$ cat config.mk
export PLATFORM = sky130hd
export DESIGN_NAME = kmlc_ram
export DESIGN_NICKNAME = d
export VERILOG_FILES = /design/src/hw/rtl/kmlc_ram.sv
export SDC_FILE = /design/constraint.sdc
export NUM_CORES = 2
export LEC_CHECK = 0
export BUFFER_PORTS_ARGS = -buffer_cell sky130_fd_sc_hd__buf_2
export CORE_MARGIN = 4
export CORE_UTILIZATION = 57
export DETAILED_ROUTE_END_ITERATION = 10
export GPL_ROUTABILITY_DRIVEN = 0
export PLACE_DENSITY = 0.73
export SLEW_MARGIN = 30
export SYNTH_ARGS = -nofsm -noshare
export SYNTH_HDL_FRONTEND = slang
export SYNTH_SLANG_ARGS = --single-unit
$ cat constraint.sdc
create_clock -name clk -period 3.2 [get_ports clk]
set_input_delay 0 -clock clk [delete_from_list [all_inputs] [get_ports clk]]
set_output_delay 0 -clock clk [all_outputs]
set_load 0.01 [all_outputs]
$ cat src/hw/rtl/kmlc_ram.sv
// generic single write, single read ram with registered read data
module kmlc_ram #(
  parameter int WIDTH = 32,
  parameter int DEPTH = 64
) (
  input  logic                                  clk,
  input  logic                                  we,
  input  logic [((DEPTH > 1) ? $clog2(DEPTH) : 1)-1:0] waddr,
  input  logic [WIDTH-1:0]                      wdata,
  input  logic [((DEPTH > 1) ? $clog2(DEPTH) : 1)-1:0] raddr,
  output logic [WIDTH-1:0]                      rdata
);

  logic [WIDTH-1:0] mem [DEPTH];
  logic [WIDTH-1:0] rdata_r;

  always_ff @(posedge clk) begin
    if (we) begin
      mem[waddr] <= wdata;
    end
    rdata_r <= mem[raddr];
  end

  assign rdata = rdata_r;

endmodule

# Yosys cells after proc, flatten, opt, wreduce, memory -nomap -nowiden
# Memories as Yosys holds them, arrays and structs flattened. A register that Yosys moved wholly into a read port is not among the register bits.
# Cells that the tools add are included.
[op_classes] order_cmp=0 reduce_logical=0 bitwise=0 shift=0 div=0 n_addsub=0 mux=2 mul=0 n_eq_ne=0
[op_table] cell="$mux 1" count=2
[word_totals] ramBits=2048 latch_bits=0 romBits=0 output_inout_bits=32 memories=1 ff_bits=0
[mem_list] name="mem" depth=64 word_bits=32 read_ports=1 rd_ports_with_merged_regs=1 write_ports=1 line_no="14" text="logic [WIDTH-1:0] mem [DEPTH];"

# Longest topological paths before layout
[depth] word_depth=2 ltp_mapped=10

# Worst setup path after synthesis
# Ideal clock, no wire load.
[synth_timing] kind="input -> register" startpoint="input waddr[3] (netlist bit)" endpoint="memory mem[48][0] (enable)" path_slack_ns=0.040 setup_time_ns=0.461 path_buffers=1 path_stages=4 t_arrival_ns=2.699 cell_sequence="clkbuf_1 nor2b_1 nand4b_1 nor3_1"
[synth_rtl] item="from (decl)" line_no="8" text="input logic [((DEPTH > 1) ? $clog2(DEPTH) : 1)-1:0] waddr,"
[synth_rtl] item="to (decl)" line_no="14"
# Straight into the memory's write port.

==> impl_results.md <==
* Layout Area Growth over Synthesis at 14.15%
* Clock sinks at 2080
* Vias in the first global route at approximately 39000
* Share of layout cells above drive strength 1 at between 30% and 40%
* Die X at ~380 µm
* Iter 0 DRT Violations at ~5500
* Antenna violations before repair at 7
* Sequential power share at 54.1%
* Clock power frac at between 40% and 50%
* Largest net degree at the start of global routing at 65
* First-pass GRT wire length at 280100 µm
* Crit-path max FO at 1
* Initial core utilization at 57.67%
* Fin cells at approximately 5600
* Syn Inst Count at 3324
* Number of H-tree levels at 4
* Fin Setup TNS at 0 ps
* Worst-skew pair later-pin latency at slightly above 800 ps
* Hold WC Path Type: in2reg
* CTS max path bufs at 3
* Port Buffer Count at 77
* Fin Hold WS at between 150 and 200 ps
* P_int at around 44000 µW
* Final period util at between 70% and 80%
* Syn. warnings at 0
* Syn Nets at approximately 3400
* Worst setup margin at 693.1 ps
* Total Routed Length at between 150000 and 200000 µm
* DR WL/cell at ~35 µm
* Synth cell types at 34
* Placed insts at slightly above 5000
* Global route total overflow at 0
* Detailed Routing Iterations Pass 1 at 5
* WP data arrival at between 3000 and 4000 ps
* Setup CP Type: reg2reg
* Min cycle time layout at about 2500 ps
* FMAX at approximately 0.4 GHz
* Measured slew at the worst slew-check pin at 923.4 ps
* I/O pin count at 78
* Critical Path End Type: flip-flop
* Switching power at approximately 12000 µW
* Sw Share at 20.76%
* Max-Cap Viols at 0
* Die height at about 380 µm
* CP startpoint kind: flip-flop
* CTS Root Cell: clkbuf_16
* Detailed Place HPWL at about 110000 µm
* Nets at between 3000 and 4000
* Unrepaired setup endpoints after global routing: false
* Core area at between 100000 and 150000 µm²
* Vias/cell at about 7
* Avg Synthesized Cell Area at about 24 µm²
* PwrDens at ~620 nW/µm²
* Mapped Area at 78520 µm²
* Total track usage at ~28%
* Peak VDD IR at about 0.64 mV
* Worst slack at placement at between 50 and 60 ps
* Status: completed
* CTS buffer count at roughly 190
* Clk_skew at roughly 31 ps
* Reg clk slew, reported paths at 70 ps
* Slew Viols, Final at 0
* Rows at 135
* Register area share after synthesis at about four fifths
* Die ar. at 143700 µm²
* Post-CTS sizing at 0
* Lkg Pwr at around 0.028 µW
* Synth Register Bits at 2080
* Via total after detailed routing at 38086
* FILL cells at ~8300
* Worst slew margin at 38.29%
* Final ANT Viol Nets at 0
* Logic pwr share at around 5%
* # DRC at 0
* Final setup viols at 0
* Worst Path Required at about 3800 ps
* CTS tree: yes
* Fin. Hold Viols at 0
[power groups by stage]
| stage | combinational [µW] | clock, µW | sequential (µW) |
|---|---|---|---|
| 2_1_floorplan | 1470 | 0 | 30800 |
| 3_3_place_gp | 2640 | 0 | 30800 |
| 3_5_place_dp | 2730 | 0 | 30900 |
| 4_1_cts | 2790 | 23200 | 30300 |
| 5_1_grt | 2940 | 24300 | 30300 |
| 6_report | 2790 | 22900 | 30300 |
[cell families (layout without fill, tap and decap cells)]
| family | Yosys count | count (layout) | synth area share [%] |
|---|---|---|---|
| DFF | 2080 | 2080 | 79.14 |
| buffers and inverters | 182 | 669 | 1.128 |
| muxes | 637 | 637 | 16.79 |
| and+or+nand+nor | 223 | 223 | 1.265 |
| AOI/OAI and AO/OA | 202 | 202 | 1.673 |
| other | 0 | 6 | 0 |
[synth_stat cells]
master / count / area (µm²)
a21oi_1: 62 / 310.3
a22oi_1: 12 / 90.09
a311oi_1: 8 / 70.07
a31oi_1: 1 / 6.260
a41o_1: 4 / 40.04
and2_1: 2 / 12.51
and3_1: 4 / 25.02
buf_1: 21 / 78.83
buf_2: 57 / 285.3
buf_4: 25 / 187.7
buf_6: 5 / 56.30
clkbuf_1: 74 / 277.8
dfxtp_1: 32 / 640.6
edfxtp_1: 2048 / 61500
mux2i_1: 93 / 930.9
mux4_2: 544 / 12250
nand2_1: 26 / 97.59
nand2b_1: 8 / 50.05
nand3_1: 5 / 25.02
nand3b_1: 5 / 37.54
nand4_1: 2 / 12.51
nand4b_1: 1 / 8.760
nor2_1: 137 / 514.2
nor2b_1: 15 / 93.84
nor3_1: 7 / 35.03
o221ai_1: 27 / 236.5
o22ai_1: 84 / 525.5
o32ai_1: 4 / 35.03
or2_0: 1 / 6.260
or2_1: 1 / 6.260
or2_2: 1 / 6.260
or3_1: 3 / 18.77
or3b_1: 2 / 17.52
or3b_2: 3 / 26.28
[metal layers]
metal | GRT usage, % | part of all wire, %
met5 | 0 | 0.017
met4 | 9.797 | 3.8
met3 | 4.913 | 11
met2 | 43.66 | 49
met1 | 39.99 | 37
[cell usage in the layout (no fill, tap or decap), types with 3 or more instances in the layout]
cell type      synthesis  layout
nor2b_1               15      15
and3_1                 4       4
nor3_1                 7       5
o32ai_1                4       4
edfxtp_1            2048    2048
clkinv_8               0       5
inv_6                  0       6
mux2i_1               93      93
clkinv_1               0      36
buf_8                  0       3
buf_12                 0      47
nand2b_1               8       7
o22ai_1               84      84
diode_2                0       6
nand3_1                5       5
clkinv_2               0      29
nor2_4                 0      62
clkbuf_16              0     195
mux4_2               544     544
a22oi_1               12      12
a41o_1                 4       4
clkbuf_8               0      18
buf_4                 25     180
buf_2                 57      41
nor2_1               137      75
dlygate4sd3_1          0      40
or3b_2                 3       3
clkinvlp_4             0       3
bufinv_16              0      18
dfxtp_1               32      32
o221ai_1              27      27
nand3b_1               5       5
clkbuf_1              74      44
a311oi_1               8       8
or3_1                  3       3
nand2_1               26      26
a21oi_1               62      62
[worst paths after layout]
kind | startpoint | end | slack, ps | cells after the start
setup reg to reg | mem[14][11] | rdata[11] | 690 | 4
hold reg to reg | mem[29][20] | rdata[20] | 770 | 4
hold / removal | raddr[2] | rdata[18] | 170 | 6
setup / recovery | mem[14][11] | rdata[11] | 690 | 4
[critical path: stages, from the launching register on]
cell and delay [ps]:
edfxtp_1 370, mux4_2 470, mux4_2 500, o22ai_1 680, nor2_1 290
[registers in the layout (all words and copies together) (netlist names)]
name	flops
mem	2048
rdata	32
[per-stage QoR]
step	util [%]	total power (µW)	area [µm²]
finish	65.83	55960	89620
global route	65.82	57550	89610
CTS	65.76	56240	89530
detailed placement	60.82	33590	82800
global placement	60.82	33490	82800
floorplan	-	32290	78520
[repair_timing]
action | 4_1_cts | 5_1_grt
hold endpoints to repair | 2165 | 0
setup buffers | 0 | 0
hold buffers | 40 | 0
[area by class of cell]
cell class / instances / area (µm²) / share of cell area [%]
diodes: 6 / 15.01 / 0.01675
repair buffers: 311 / 2943 / 3.284
flip-flops and latches: 2080 / 62140 / 69.33
clock inverters: 101 / 1037 / 1.157
multi-input cells: 1062 / 15970 / 17.82
well taps: 1781 / 2228 / 2.486
clock buffers: 257 / 5293 / 5.905
Power figures use the tool's default switching activity.
