File: src/hw/rtl/kmlc_div.sv
// restoring unsigned divider, one quotient bit per cycle
module kmlc_div #(
  parameter int N = 43,
  parameter int D = 11
) (
  input  logic         clk,
  input  logic         rst_n,
  input  logic         start,
  input  logic [N-1:0] dividend,
  input  logic [D-1:0] divisor,
  output logic         done,
  output logic [N-1:0] quotient
);

  localparam int CW = $clog2(N + 1);

  logic [N-1:0]  quot_r, quot_nxt;
  logic [D-1:0]  rem_r, rem_nxt;
  logic [D-1:0]  div_r;
  logic [CW-1:0] cnt_r, cnt_nxt;
  logic          busy_r, busy_nxt;
  logic          done_r, done_nxt;
  logic [D:0]    trial;
  logic [D:0]    diff;

  always_comb begin
    trial    = {rem_r, quot_r[N-1]};
    diff     = trial - {1'b0, div_r};
    quot_nxt = quot_r;
    rem_nxt  = rem_r;
    cnt_nxt  = cnt_r;
    busy_nxt = busy_r;
    done_nxt = 1'b0;
    if (start) begin
      quot_nxt = dividend;
      rem_nxt  = '0;
      cnt_nxt  = '0;
      busy_nxt = 1'b1;
    end else if (busy_r) begin
      if (!diff[D]) begin
        rem_nxt  = diff[D-1:0];
        quot_nxt = {quot_r[N-2:0], 1'b1};
      end else begin
        rem_nxt  = trial[D-1:0];
        quot_nxt = {quot_r[N-2:0], 1'b0};
      end
      cnt_nxt = cnt_r + 1'b1;
      if (cnt_r == CW'(N - 1)) begin
        busy_nxt = 1'b0;
        done_nxt = 1'b1;
      end
    end
  end

  always_ff @(posedge clk) begin
    if (!rst_n) begin
      busy_r <= 1'b0;
      done_r <= 1'b0;
      cnt_r  <= '0;
    end else begin
      busy_r <= busy_nxt;
      done_r <= done_nxt;
      cnt_r  <= cnt_nxt;
    end
    quot_r <= quot_nxt;
    rem_r  <= rem_nxt;
    if (start) begin
      div_r <= divisor;
    end
  end

  assign done     = done_r;
  assign quotient = quot_r;

endmodule

File: config.mk
export PLATFORM = sky130hd
export DESIGN_NAME = kmlc_div
export DESIGN_NICKNAME = d
export VERILOG_FILES = /design/src/hw/rtl/kmlc_div.sv
export SDC_FILE = /design/constraint.sdc
export NUM_CORES = 1
export LEC_CHECK = 0
export ABC_AREA = 1
export BUFFER_PORTS_ARGS = -buffer_cell sky130_fd_sc_hd__buf_2
export CORE_MARGIN = 4
export CORE_UTILIZATION = 54
export CTS_BUF_LIST = sky130_fd_sc_hd__clkbuf_4 sky130_fd_sc_hd__clkbuf_8
export DETAILED_ROUTE_END_ITERATION = 12
export PLACE_DENSITY = 0.78
export SKIP_LAST_GASP = 1
export SYNTH_ARGS = -nofsm -noshare
export SYNTH_HDL_FRONTEND = slang
export SYNTH_SLANG_ARGS = --single-unit
export TNS_END_PERCENT = 50
File: constraint.sdc
create_clock -name clk -period 3.1 [get_ports clk]
set_input_delay 0.465 -clock clk [delete_from_list [all_inputs] [get_ports clk]]
set_output_delay 0.465 -clock clk [all_outputs]
set_load 0.02 [all_outputs]
* Word-level counts from Yosys, hierarchy flattened *
Index checks and enable logic that the tools add are counted.

word-level totals
  register bits after elaboration = 73
  bits in writable memories = 0
  output and inout bits = 44
  memories kept = 0
  memory bits (read-only) = 0
  latch bits = 0

cells by class
  divide/modulo/power cells = 0
  reduce and logical (&&, ||, !) cells = 3
  eq/ne operators = 1
  magnitude comparators = 0
  shift operators = 0
  add/sub/neg operators = 2
  bitwise gates (word level) = 2
  multiplexer cells = 8
  multiply operators = 0

operator list
  cell                                          number
  two-way mux 43 bit                            2
  subtractor 12 x 11 -> 12 bit                  1
  two-way mux 11 bit                            1
  adder 6 x 1 -> 6 bit (second input constant)  1
  == test 6 bit (second input constant)         1
  two-way mux 1 bit                             5
  OR reduction 3 bit                            1
  NOT 1 bit                                     2
  nonzero test 2 bit                            1
  OR reduction 2 bit                            1

* Depth between registers and ports, before layout *
  depth in word-level cells = 4
  mapped depth = 14
  mapped depth without buffers = 14

* Worst setup path before layout *
Ideal clock, no wire load.

  path kind = input to register
  start point = input port start
  end point = register quot_r[0] (netlist: quotient[0]), enable pin
  stages = 4
  library setup time = 0.397 ns
  slack = 0.800 ns
  required time = 2.703 ns
  arrival = 1.902 ns
  cells stage by stage = clkbuf_1 -> nor2_1 -> clkbuf_1 -> inv_1

between the ends
  longest elaborated chain between the ends = 1

ends and longest elaborated chain
  what                          line  source
  start, declared               8     input logic start,
  nonzero test 2 bit (no line)  --
  end signal, assigned          65    quot_r <= quot_nxt;
  end, declared                 17    logic [N-1:0] quot_r, quot_nxt;

No other way between the ends.
A chain may end at the register's enable or synchronous reset.

* Worst setup path in the final report *
  start point = register div_r[2]
  end point = register rem_r[4]

between the ends
  longest elaborated chain between the ends = 2

ends and longest elaborated chain
  what                          line  source
  start, declared               19    logic [D-1:0] div_r;
  start signal, assigned        68    div_r <= divisor;
  subtractor 12 x 11 -> 12 bit  28    diff = trial - {1'b0, div_r};
  two-way mux 11 bit            40    if (!diff[D]) begin
  end signal, assigned          66    rem_r <= rem_nxt;
  end, declared                 18    logic [D-1:0] rem_r, rem_nxt;

No other way between the ends.

==> flow_summary.json <==
{
  "status": "finished clean",
  "synth.largest_area_cell": "edfxtp_1",
  "synth-simple-area-share_pct": 30.9,
  "synthAdderAreaFrac_pct": 4.92,
  "grt_pass1_wl_um": 13700,
  "finalNetCount": 615,
  "cp-end-kind": "flip-flop",
  "grt_max_degree": 46,
  "tritoncts": "yes",
  "maxSlewViolCount": 0,
  "dr.pass1.iters": 6,
  "fin_tns_setup_ns": 0,
  "synth_mux_area_share_pct": 0,
  "rows": 29,
  "numClockSinks": 73,
  "yosys.cell_types.count": 26,
  "overflow": 0,
  "core_um2": 6490,
  "max_stage_delay_ns": 0.37,
  "relSlewSlack_pct": 48.9,
  "area_growth_pct": 19.6,
  "yosysWarnings": 0,
  "cp_slowest_cell": "edfxtp_1",
  "critical_path_arrival_ns": 2.43,
  "yosysSeqAreaShare_pct": 53.9,
  "crit_fanout": 13,
  "use_met3_pct": 5.08,
  "wire_per_inst_um": 13.3,
  "reg2reg_slack_ns": 0.90,
  "fin_crit_sh_pct": 70.9,
  "whs_ns": 0.297,
  "post_cts_resized": 0,
  "wl_um": 8340,
  "hold_path.class": "in -> reg",
  "skew_ns": 0.00817,
  "p_leak_nw": 2.32,
  "drive_gt1_share_pct": 23.9,
  "final_cell_mix": "nand2_1 (213), buf_2 (100), edfxtp_1 (54), inv_1 (43), nand3_1 (24)",
  "worstSetupPathType": "reg -> reg",
  "synth-compound-area-share_pct": 2.29,
  "r2r-start": "div_r[2]$_DFFE_PP_",
  "worstPathCellList": "inv_1 -> ha_1 -> nand2_1 -> nand3_1 -> nand2_2 -> nand4_2 -> nand2_2 -> nand2_1 -> nand3_1 -> nand2_1",
  "die_y_um": 90.9,
  "cts_setup_buffers": 0,
  "grt_busiest_layer": "met2",
  "synth.cell_area_um2": 3710,
  "clockBufferDepth": 2,
  "ant_nets": 0,
  "hold_depth": 1,
  "worstMarginPinSlew_ns": 0.763,
  "layout_commonest_cell": "nand2_1",
  "grt_pass1_vias": 2957,
  "numPortBuffers": 100,
  "cts_root_buf": "clkbuf_8",
  "ir_worst_vdd_uv": 359,
  "gp_congestion": 0.875,
  "critPathLaunchType": "flip-flop",
  "syn_nets": 517,
  "hold_viol": 0,
  "synth_area_leaders": "edfxtp_1 (44%), nand2_1 (22%), dfxtp_1 (10%)",
  "synth_cells": 446,
  "cp_common_cell": "nand2_1",
  "maxClockFrequency_mhz": 455,
  "use_met2_pct": 32.5,
  "synth-xor-area-share_pct": 1.18,
  "avgSynthCellArea_um2": 8.32,
  "cts_buffers": 9,
  "setup_viol": 0,
  "vias": 3207,
  "whs_endpoint": "div_r[2]$_DFFE_PP_",
  "rr_worst_depth": 10,
  "synth_top_area_share_pct": 43.7,
  "dieArea_um2": 8270,
  "holdCritStartpoint": "divisor[2]",
  "vias_per_cell": 5.12,
  "drtIter0Drc": 154,
  "period_needed_ns": 2.20,
  "hpwl_um": 6140,
  "reg2reg_to": "rem_r[4]$_SDFFE_PP0P_",
  "diodes": 0,
  "grt_util_met1_pct": 26.5,
  "power_density_nw_per_um2": 512,
  "crit_required_ns": 3.33,
  "clkLatencyLatePin_ns": 0.34,
  "hold_buffers": 0,
  "pin_count": 101,
  "rsz0062_at_grt": "false",
  "ys_ff_latch": 73,
  "clkTransAtPathRegs_ns": 0.08,
  "die_width_um": 90.9,
  "drc": 0,
  "start_util_pct": 57.2,
  "synth_top_family_by_area": "simple AND/OR/NAND/NOR gates",
  "grt.total_usage_pct": 20.5,
  "maxCapViolations": 0,
  "cts_htree_levels": 3,
  "antenna_found_initial": 0
}
how the worst max path moves through the flow:
stage	startpoint	endpoint	cells past startpoint
floorplan	start	quotient[0]$_DFFE_PP_	4
global placement	start	quotient[7]$_DFFE_PP_	4
detailed placement	start	quotient[7]$_DFFE_PP_	4
CTS	div_r[2]$_DFFE_PP_	rem_r[4]$_SDFFE_PP0P_	10
global route	div_r[2]$_DFFE_PP_	rem_r[4]$_SDFFE_PP0P_	10
finish	div_r[2]$_DFFE_PP_	rem_r[4]$_SDFFE_PP0P_	10
Yosys cell counts:
master / instances
a21oi_1: 11
a21oi_2: 1
a31oi_1: 1
buf_2: 1
buf_4: 1
buf_6: 2
clkbuf_1: 11
dfxtp_1: 19
edfxtp_1: 54
fa_1: 1
ha_1: 13
inv_1: 43
inv_2: 4
nand2_1: 213
nand2_2: 5
nand3_1: 24
nand3_2: 1
nand3b_1: 11
nand4_1: 2
nand4_2: 1
nor2_1: 15
nor2_2: 1
nor3_1: 3
o21ai_0: 3
xnor2_1: 1
xor2_1: 4
report_power, final:
group	internal [mW]	switching (mW)
Combinational	0.122	0.233
Clock	0.397	0.339
Sequential	1.14	0.0440
Total	1.66	0.615
stage by stage:
step / setup WS [ns] / power (mW) / instance area, µm² / std cells / util, %
4_1_cts: 0.907 / 2.29 / 4440 / 626 / 68.4
5_1_grt: 0.665 / 2.38 / 4440 / 626 / 68.4
3_5_place_dp: 0.847 / 1.56 / 4250 / 610 / 65.4
2_1_floorplan: 0.800 / 1.42 / 3710 / 446 / -
6_report: 0.901 / 2.28 / 4440 / 626 / 68.4
3_3_place_gp: 0.870 / 1.55 / 4250 / 610 / 65.4
area by class of cell:
type	count	area (µm²)
Clock inverter	4	47.5
Inverter	47	176
Fill cell	535	2050
Tap cell	77	96.3
Clock buffer	12	146
Multi-Input combinational cell	311	1460
Timing Repair Buffer	102	515
Sequential cell	73	2000
state kept, by name, indices dropped and copies added, names as in the netlist:
name,flops
busy_r,1
cnt_r,6
div_r,11
done,1
quotient,43
rem_r,11
routing by layer:
metal	part of all wire [%]	wire length [µm]	vias up
li1	-	-	1612
met1	43	3580	1425
met2	46	3870	148
met3	7.6	637	22
met4	3.0	248	0
met5	0	0	-
logic make-up (layout without fill, tap and decap cells):
group                      after synthesis  count (layout)
DFF                                     73              73
buffers and inverters                   62             165
adders and majority gates               14              14
xor gates and xnor gates                 5               5
AOI/OAI and AO/OA                       16              16
and+or+nand+nor                        276             276
critical path, delay by kind of cell (launching register included):
kind	cells	cell delay, ns
fa+ha+maj	1	0.28
buf+inv	1	0.07
simple gates	8	1.36
flops	1	0.37
Note: power is estimated with default switching activity, not from simulation.
