--- config.mk ---
export PLATFORM = sky130hd
export DESIGN_NAME = kmlc_dist
export DESIGN_NICKNAME = d
export VERILOG_FILES = /design/src/hw/rtl/kmlc_pkg.sv /design/src/hw/rtl/kmlc_dist.sv
export SDC_FILE = /design/constraint.sdc
export NUM_CORES = 2
export LEC_CHECK = 0
export ABC_AREA = 1
export BUFFER_PORTS_ARGS = -buffer_cell sky130_fd_sc_hd__buf_4
export CORE_ASPECT_RATIO = 1.5
export CORE_MARGIN = 2
export CORE_UTILIZATION = 65
export CTS_CLUSTER_DIAMETER = 200
export DETAILED_ROUTE_END_ITERATION = 16
export GPL_TIMING_DRIVEN = 0
export PLACE_DENSITY = 0.88
export SETUP_SLACK_MARGIN = 0.4
export SYNTH_ARGS = -nofsm -noshare
export SYNTH_HDL_FRONTEND = slang
export SYNTH_SLANG_ARGS = --single-unit
--- constraint.sdc ---
create_clock -name clk -period 11.5 [get_ports clk]
set_input_delay 2.3 -clock clk [delete_from_list [all_inputs] [get_ports clk]]
set_output_delay 2.3 -clock clk [all_outputs]
set_load 0.05 [all_outputs]
--- src/hw/rtl/kmlc_pkg.sv ---
// shared types and constants of the k-means core
package kmlc_pkg;

  localparam int COORD_W = 32;
  localparam int CL_W    = 6;
  localparam int DIST_W  = 2 * COORD_W + 6;

  localparam logic [1:0] CMD_LOAD_POINT    = 2'd0;
  localparam logic [1:0] CMD_LOAD_CENTROID = 2'd1;
  localparam logic [1:0] CMD_RUN           = 2'd2;

  localparam logic [1:0] REG_ITERATIONS = 2'd0;
  localparam logic [1:0] REG_CLUSTERS   = 2'd1;
  localparam logic [1:0] REG_DIMENSIONS = 2'd2;
  localparam logic [1:0] REG_POINTS     = 2'd3;

  typedef struct packed {
    logic            vld;
    logic            first_cl;
    logic            first_d;
    logic            last_d;
    logic [CL_W-1:0] cl;
  } tag_t;

endpackage

--- src/hw/rtl/kmlc_dist.sv ---
// distance pipeline: abs difference, square, accumulate, nearest search
module kmlc_dist (
  input  logic                          clk,
  input  logic                          rst_n,
  input  kmlc_pkg::tag_t                tag_in,
  input  logic [kmlc_pkg::COORD_W-1:0]  pt_data,
  input  logic [kmlc_pkg::COORD_W-1:0]  ce_data,
  output logic                          busy,
  output logic [kmlc_pkg::CL_W-1:0]     best_cl
);

  localparam int CW = kmlc_pkg::COORD_W;
  localparam int DW = kmlc_pkg::DIST_W;

  kmlc_pkg::tag_t s1_tag_r, s2_tag_r, s3_tag_r;
  logic [CW-1:0]   diff_r;
  logic [2*CW-1:0] prod_r;
  logic [DW-1:0]   acc_r, best_r, dist_sum;
  logic [CW:0]     sdiff;
  logic [CW:0]     mag;
  logic [kmlc_pkg::CL_W-1:0] best_cl_r;

  always_comb begin
    sdiff    = {pt_data[CW-1], pt_data} - {ce_data[CW-1], ce_data};
    mag      = sdiff[CW] ? (~sdiff + 1'b1) : sdiff;
    dist_sum = (s3_tag_r.first_d ? '0 : acc_r) + DW'(prod_r);
  end

  always_ff @(posedge clk) begin
    if (!rst_n) begin
      s1_tag_r <= '0;
      s2_tag_r <= '0;
      s3_tag_r <= '0;
    end else begin
      s1_tag_r <= tag_in;
      s2_tag_r <= s1_tag_r;
      s3_tag_r <= s2_tag_r;
    end
    diff_r <= mag[CW-1:0];
    prod_r <= diff_r * diff_r;
    if (s3_tag_r.vld) begin
      acc_r <= dist_sum;
      // strict compare keeps the lowest index on a tie
      if (s3_tag_r.last_d && (s3_tag_r.first_cl || dist_sum < best_r)) begin
        best_r    <= dist_sum;
        best_cl_r <= s3_tag_r.cl;
      end
    end
  end

  assign busy    = s1_tag_r.vld | s2_tag_r.vld | s3_tag_r.vld;
  assign best_cl = best_cl_r;

endmodule

=== Word-level counts from Yosys, hierarchy flattened ===
Cells that the tools add are included.

* Bits in registers: 272
* Bits of input ports: 76
* Output and inout bits: 7
* Logic and storage cells: 33

* Add/subtract/negate cells: 3
* Multipliers: 1
* Magnitude comparators: 1
* Multiplexer cells: 2
* Bitwise gates (word level): 3
* Reduce and logical (&&, ||, !) cells: 3

{| class="wikitable"
|+ Operators by type and width
! kind !! number
|-
| $add A70 B64 Y70 || 1
|-
| $lt A70 B70 Y1 || 1
|-
| $mux W70 || 1
|-
| $mul A32 B32 Y64 || 1
|-
| $sub A32 B32 Y33 || 1
|-
| $add A32 B1 Y32 const B || 1
|-
| $mux W32 || 1
|-
| $not A32 Y32 || 1
|-
| $or A1 B1 Y1 || 2
|-
| $reduce_and A2 Y1 || 1
|-
| $logic_and A1 B1 Y1 || 1
|-
| $logic_or A1 B1 Y1 || 1
|}

=== Depth between registers and ports, before layout ===
* Depth after elaboration: 6
* Mapped depth: 32
* Gate-level depth less buffers: 31

=== Least setup slack after synthesis ===
Ideal clock, no wire load.

* Path type: register -> register
* Start: reg s3_tag_r[7] (netlist name)
* End: reg best_cl_r, in the netlist best_cl[0], enable pin
* Setup time: 536 ps
* Data arrival time: 7383 ps
* Required time: 10964 ps
* Setup slack: 3582 ps
* Stages on the path, launching flop included: 24
* Buffers on the path: 3
* Period minus slack after synthesis: 7918 ps
* Cells stage by stage: dfxtp_1 clkbuf_2 clkbuf_1 buf_1 nor2_1 ha_1 nand2_1 nor2_1 inv_1 nor2_1 nand3_1 nor4_1 a21oi_1 o21ai_0 xor2_1 ha_1 a21oi_1 o21a_1 o221ai_1 nand2_1 o211ai_1 a21oi_1 nand3_1 a21oi_1

* Longest elaborated chain between the ends: 6

{| class="wikitable"
|+ Ends and longest elaborated chain
! item !! RTL line !! source
|-
| from (decl) || kmlc_dist.sv:15 || <nowiki>kmlc_pkg::tag_t s1_tag_r, s2_tag_r, s3_tag_r;</nowiki>
|-
| from (signal assigned) || kmlc_dist.sv:37 || <nowiki>s3_tag_r <= s2_tag_r;</nowiki>
|-
| $mux W70 || kmlc_dist.sv:26 || <nowiki>dist_sum = (s3_tag_r.first_d ? '0 : acc_r) + DW'(prod_r);</nowiki>
|-
| $add A70 B64 Y70 || kmlc_dist.sv:26 ||
|-
| named net dist_sum[41] || kmlc_dist.sv:18 || <nowiki>logic [DW-1:0] acc_r, best_r, dist_sum;</nowiki>
|-
| $lt A70 B70 Y1 || kmlc_dist.sv:44 || <nowiki>if (s3_tag_r.last_d && (s3_tag_r.first_cl || dist_sum < best_r)) begin</nowiki>
|-
| $logic_or A1 B1 Y1 || kmlc_dist.sv:44 ||
|-
| $logic_and A1 B1 Y1 || kmlc_dist.sv:44 ||
|-
| $reduce_and A2 Y1 (no line) || -- ||
|-
| to (signal assigned) || kmlc_dist.sv:46 || <nowiki>best_cl_r <= s3_tag_r.cl;</nowiki>
|-
| to (decl) || kmlc_dist.sv:21 || <nowiki>logic [kmlc_pkg::CL_W-1:0] best_cl_r;</nowiki>
|}

The timed path passes the listed nets, and every way through them passes these cells.
A chain may end at the register's enable or synchronous reset.

=== Final worst setup path ===
* Start: reg diff_r[5]
* End: reg prod_r[45]

* Longest elaborated chain between the ends: 1

{| class="wikitable"
|+ Ends and longest elaborated chain
! item !! RTL line !! source
|-
| from (decl) || kmlc_dist.sv:16 || <nowiki>logic [CW-1:0] diff_r;</nowiki>
|-
| from (signal assigned) || kmlc_dist.sv:39 || <nowiki>diff_r <= mag[CW-1:0];</nowiki>
|-
| $mul A32 B32 Y64 || kmlc_dist.sv:40 || <nowiki>prod_r <= diff_r * diff_r;</nowiki>
|-
| to (signal assigned) || kmlc_dist.sv:40 ||
|-
| to (decl) || kmlc_dist.sv:17 || <nowiki>logic [2*CW-1:0] prod_r;</nowiki>
|}

No other way between the ends.

==> impl_metrics.json <==
{
  "fill_cells": 5988,
  "die_w_um": 225,
  "maxSlewHeadroom": 0.0527,
  "fin_crit_ps": 10790,
  "fin_skew_ps": 32.9,
  "drtPass1Iterations": 8,
  "netlist_instances": 5929,
  "hold_buffers": 0,
  "wl_per_cell_um": 22.5,
  "cts_num_sinks": 271,
  "worstPathArrival_ps": 11300,
  "hold_path_class": "reg -> reg",
  "drt_wl_total_um": 157000,
  "grt_overflow": 0,
  "grt_pass1_vias": 43200,
  "cts_tree": "built",
  "synthesis.area_um2": 47700,
  "die_h_um": 336,
  "clock.fmax_mhz": 92.7,
  "grt_pass1_wl_um": 238000,
  "die_area_um2": 75500,
  "synth_edf_count": 146,
  "reg2reg_slack_ps": 710,
  "yosysUniqueCellTypes": 54,
  "layout.cells.most_common": "inv_1",
  "floorplan.initialDensity": 0.657,
  "crit_path_frequent_cell": "fa_1",
  "clockRootBuffer": "clkbuf_16",
  "area_growth_pct": 5.91,
  "cp-end-kind": "flop",
  "cts-resized-gates": 0,
  "setup_viol": 0,
  "place_inst": 6936,
  "max_stage_delay_ps": 1110,
  "cp_slowest_cell": "o21ai_0",
  "cts_setup_buffers": 0,
  "clkTransAtPathRegs_ps": 70,
  "io_buffers": 81,
  "drive_above_1_share": 0.0307,
  "final_cell_count_no_fill": 6985,
  "grt_antenna_before_repair": 1,
  "yosysSeqAreaShare": 0.144,
  "synth_nets": 7265,
  "h-tree-depth": 1,
  "synthArstFlopShare": 0,
  "drc": 0,
  "grtUsageTotal": 0.430,
  "ys.warnings.count": 0,
  "fin_crit_sh": 0.938,
  "cap_violations": 0,
  "syn_area_per_cell_um2": 8.04,
  "status": "completed",
  "drv_slew": 0,
  "rsz0062_at_grt": "false",
  "dp_hpwl_um": 131000,
  "clk_latency_ps": 600,
  "grt_max_degree": 47,
  "synthFlopType": "edfxtp_1",
  "startpoint_type": "flop",
  "clk_path_buf_depth": 3,
  "gp_congestion": 1.06,
  "drtIter0Drc": 2789,
  "io_pins": 83,
  "nets": 7378,
  "synth_seq_cells": 271,
  "vias": 39300,
  "worst-path-max-fanout": 10,
  "core_um2": 72500,
  "vias_per_cell": 5.63,
  "critPathKind": "reg -> reg",
  "rows": 121,
  "tightest_slew_ps": 1410,
  "cts_buffers": 26,
  "antenna_left": 0,
  "crit_required_ps": 12010,
  "mostFrequentLayoutCells": "inv_1, nand2_1, fa_1, ha_1, nor2_1",
  "finalHoldViolations": 0
}
==> Yosys cell counts, types with 10 or more instances <==
master | count | area [um2]
o21ai_0 | 132 | 661
a21oi_1 | 252 | 1260
nor2_2 | 11 | 68.8
nand4_1 | 32 | 200
xor2_1 | 131 | 1150
nor2_1 | 389 | 1460
a21o_1 | 21 | 158
clkbuf_1 | 90 | 338
a31oi_1 | 33 | 206
o211ai_1 | 10 | 75.1
nor3_1 | 38 | 190
o21bai_1 | 27 | 203
nor4_1 | 12 | 75.1
buf_1 | 23 | 86.3
inv_1 | 1752 | 6580
ha_1 | 467 | 5840
dfxtp_1 | 125 | 2500
fa_1 | 793 | 15900
nand3_1 | 104 | 521
edfxtp_1 | 146 | 4380
nand2_1 | 1164 | 4370
o21a_1 | 19 | 143
xnor2_1 | 67 | 587
==> logic make-up (layout without fill, tap and decap cells) <==
| logic type | after synthesis | count (layout) | share of synthesized area |
|---|---|---|---|
| fa+ha+maj | 1260 | 1260 | 0.456 |
| simple gates | 1785 | 1785 | 0.150 |
| buf+inv | 1875 | 2008 | 0.148 |
| compound gates | 539 | 539 | 0.0646 |
| xor+xnor | 199 | 199 | 0.0370 |
| other cells | 0 | 1 | 0 |
| flops | 271 | 271 | 0.144 |
==> layout make-up <==
cell class	instances	area, um2	area share
diodes	1	2.50	0.0000496
plain buffers	118	467	0.00925
clock buffers	33	782	0.0155
clock inverters	15	155	0.00307
inverters	1757	6600	0.131
multi-input cells	3783	33700	0.668
flip-flops and latches	271	6890	0.137
well taps	922	1150	0.0229
repair buffers	85	711	0.0141
==> flip-flops by register name, indices dropped and copies added (netlist names) <==
signal and count:
acc_r 70, diff_r 32, prod_r 63, best_r 70, s3_tag_r 10, s1_tag_r 10, best_cl 6, s2_tag_r 10
==> routing by layer <==
layer  up-vias  track usage  wire length (um)
met3       880       0.0776             11800
met1     18700        0.421             49000
met4         2        0.417             19300
li1      17800            -                 -
met5         -            0                11
met2      1931        0.752             76800
==> final timing paths <==
path	startpoint	end	cells past startpoint
min reg2reg	s3_tag_r[2]$_SDFF_PN0_	best_cl[2]$_DFFE_PP_	0
max	diff_r[5]$_DFF_P_	prod_r[45]$_DFF_P_	27
max reg2reg	diff_r[5]$_DFF_P_	prod_r[45]$_DFF_P_	27
min	s3_tag_r[2]$_SDFF_PN0_	best_cl[2]$_DFFE_PP_	0
==> per-stage QoR <==
stage / cell area (um2) / hold slack (ps) / setup TNS [ps] / worst slack [ps] / utilization
detailed placement: 49500 / 391 / 0 / 1430 / 0.683
global route: 50500 / 412 / 0 / 852 / 0.696
CTS: 50500 / 407 / 0 / 1390 / 0.696
floorplan: 47700 / 385 / 0 / 3580 / -
global placement: 49400 / 387 / -69750 / -934 / 0.681
finish: 50500 / 408 / 0 / 711 / 0.696
==> critical path: cells and delay by family, from the launching register on <==
| family | cells | cell delay [ps] |
|---|---|---|
| flops | 1 | 850 |
| buf+inv | 8 | 2390 |
| fa+ha+maj | 9 | 4570 |
| simple gates | 6 | 760 |
| compound gates | 4 | 2100 |
Power is left out: the tool's default activity adds up to more than one toggle a clock period on the data nets, which glitch-free logic cannot reach.
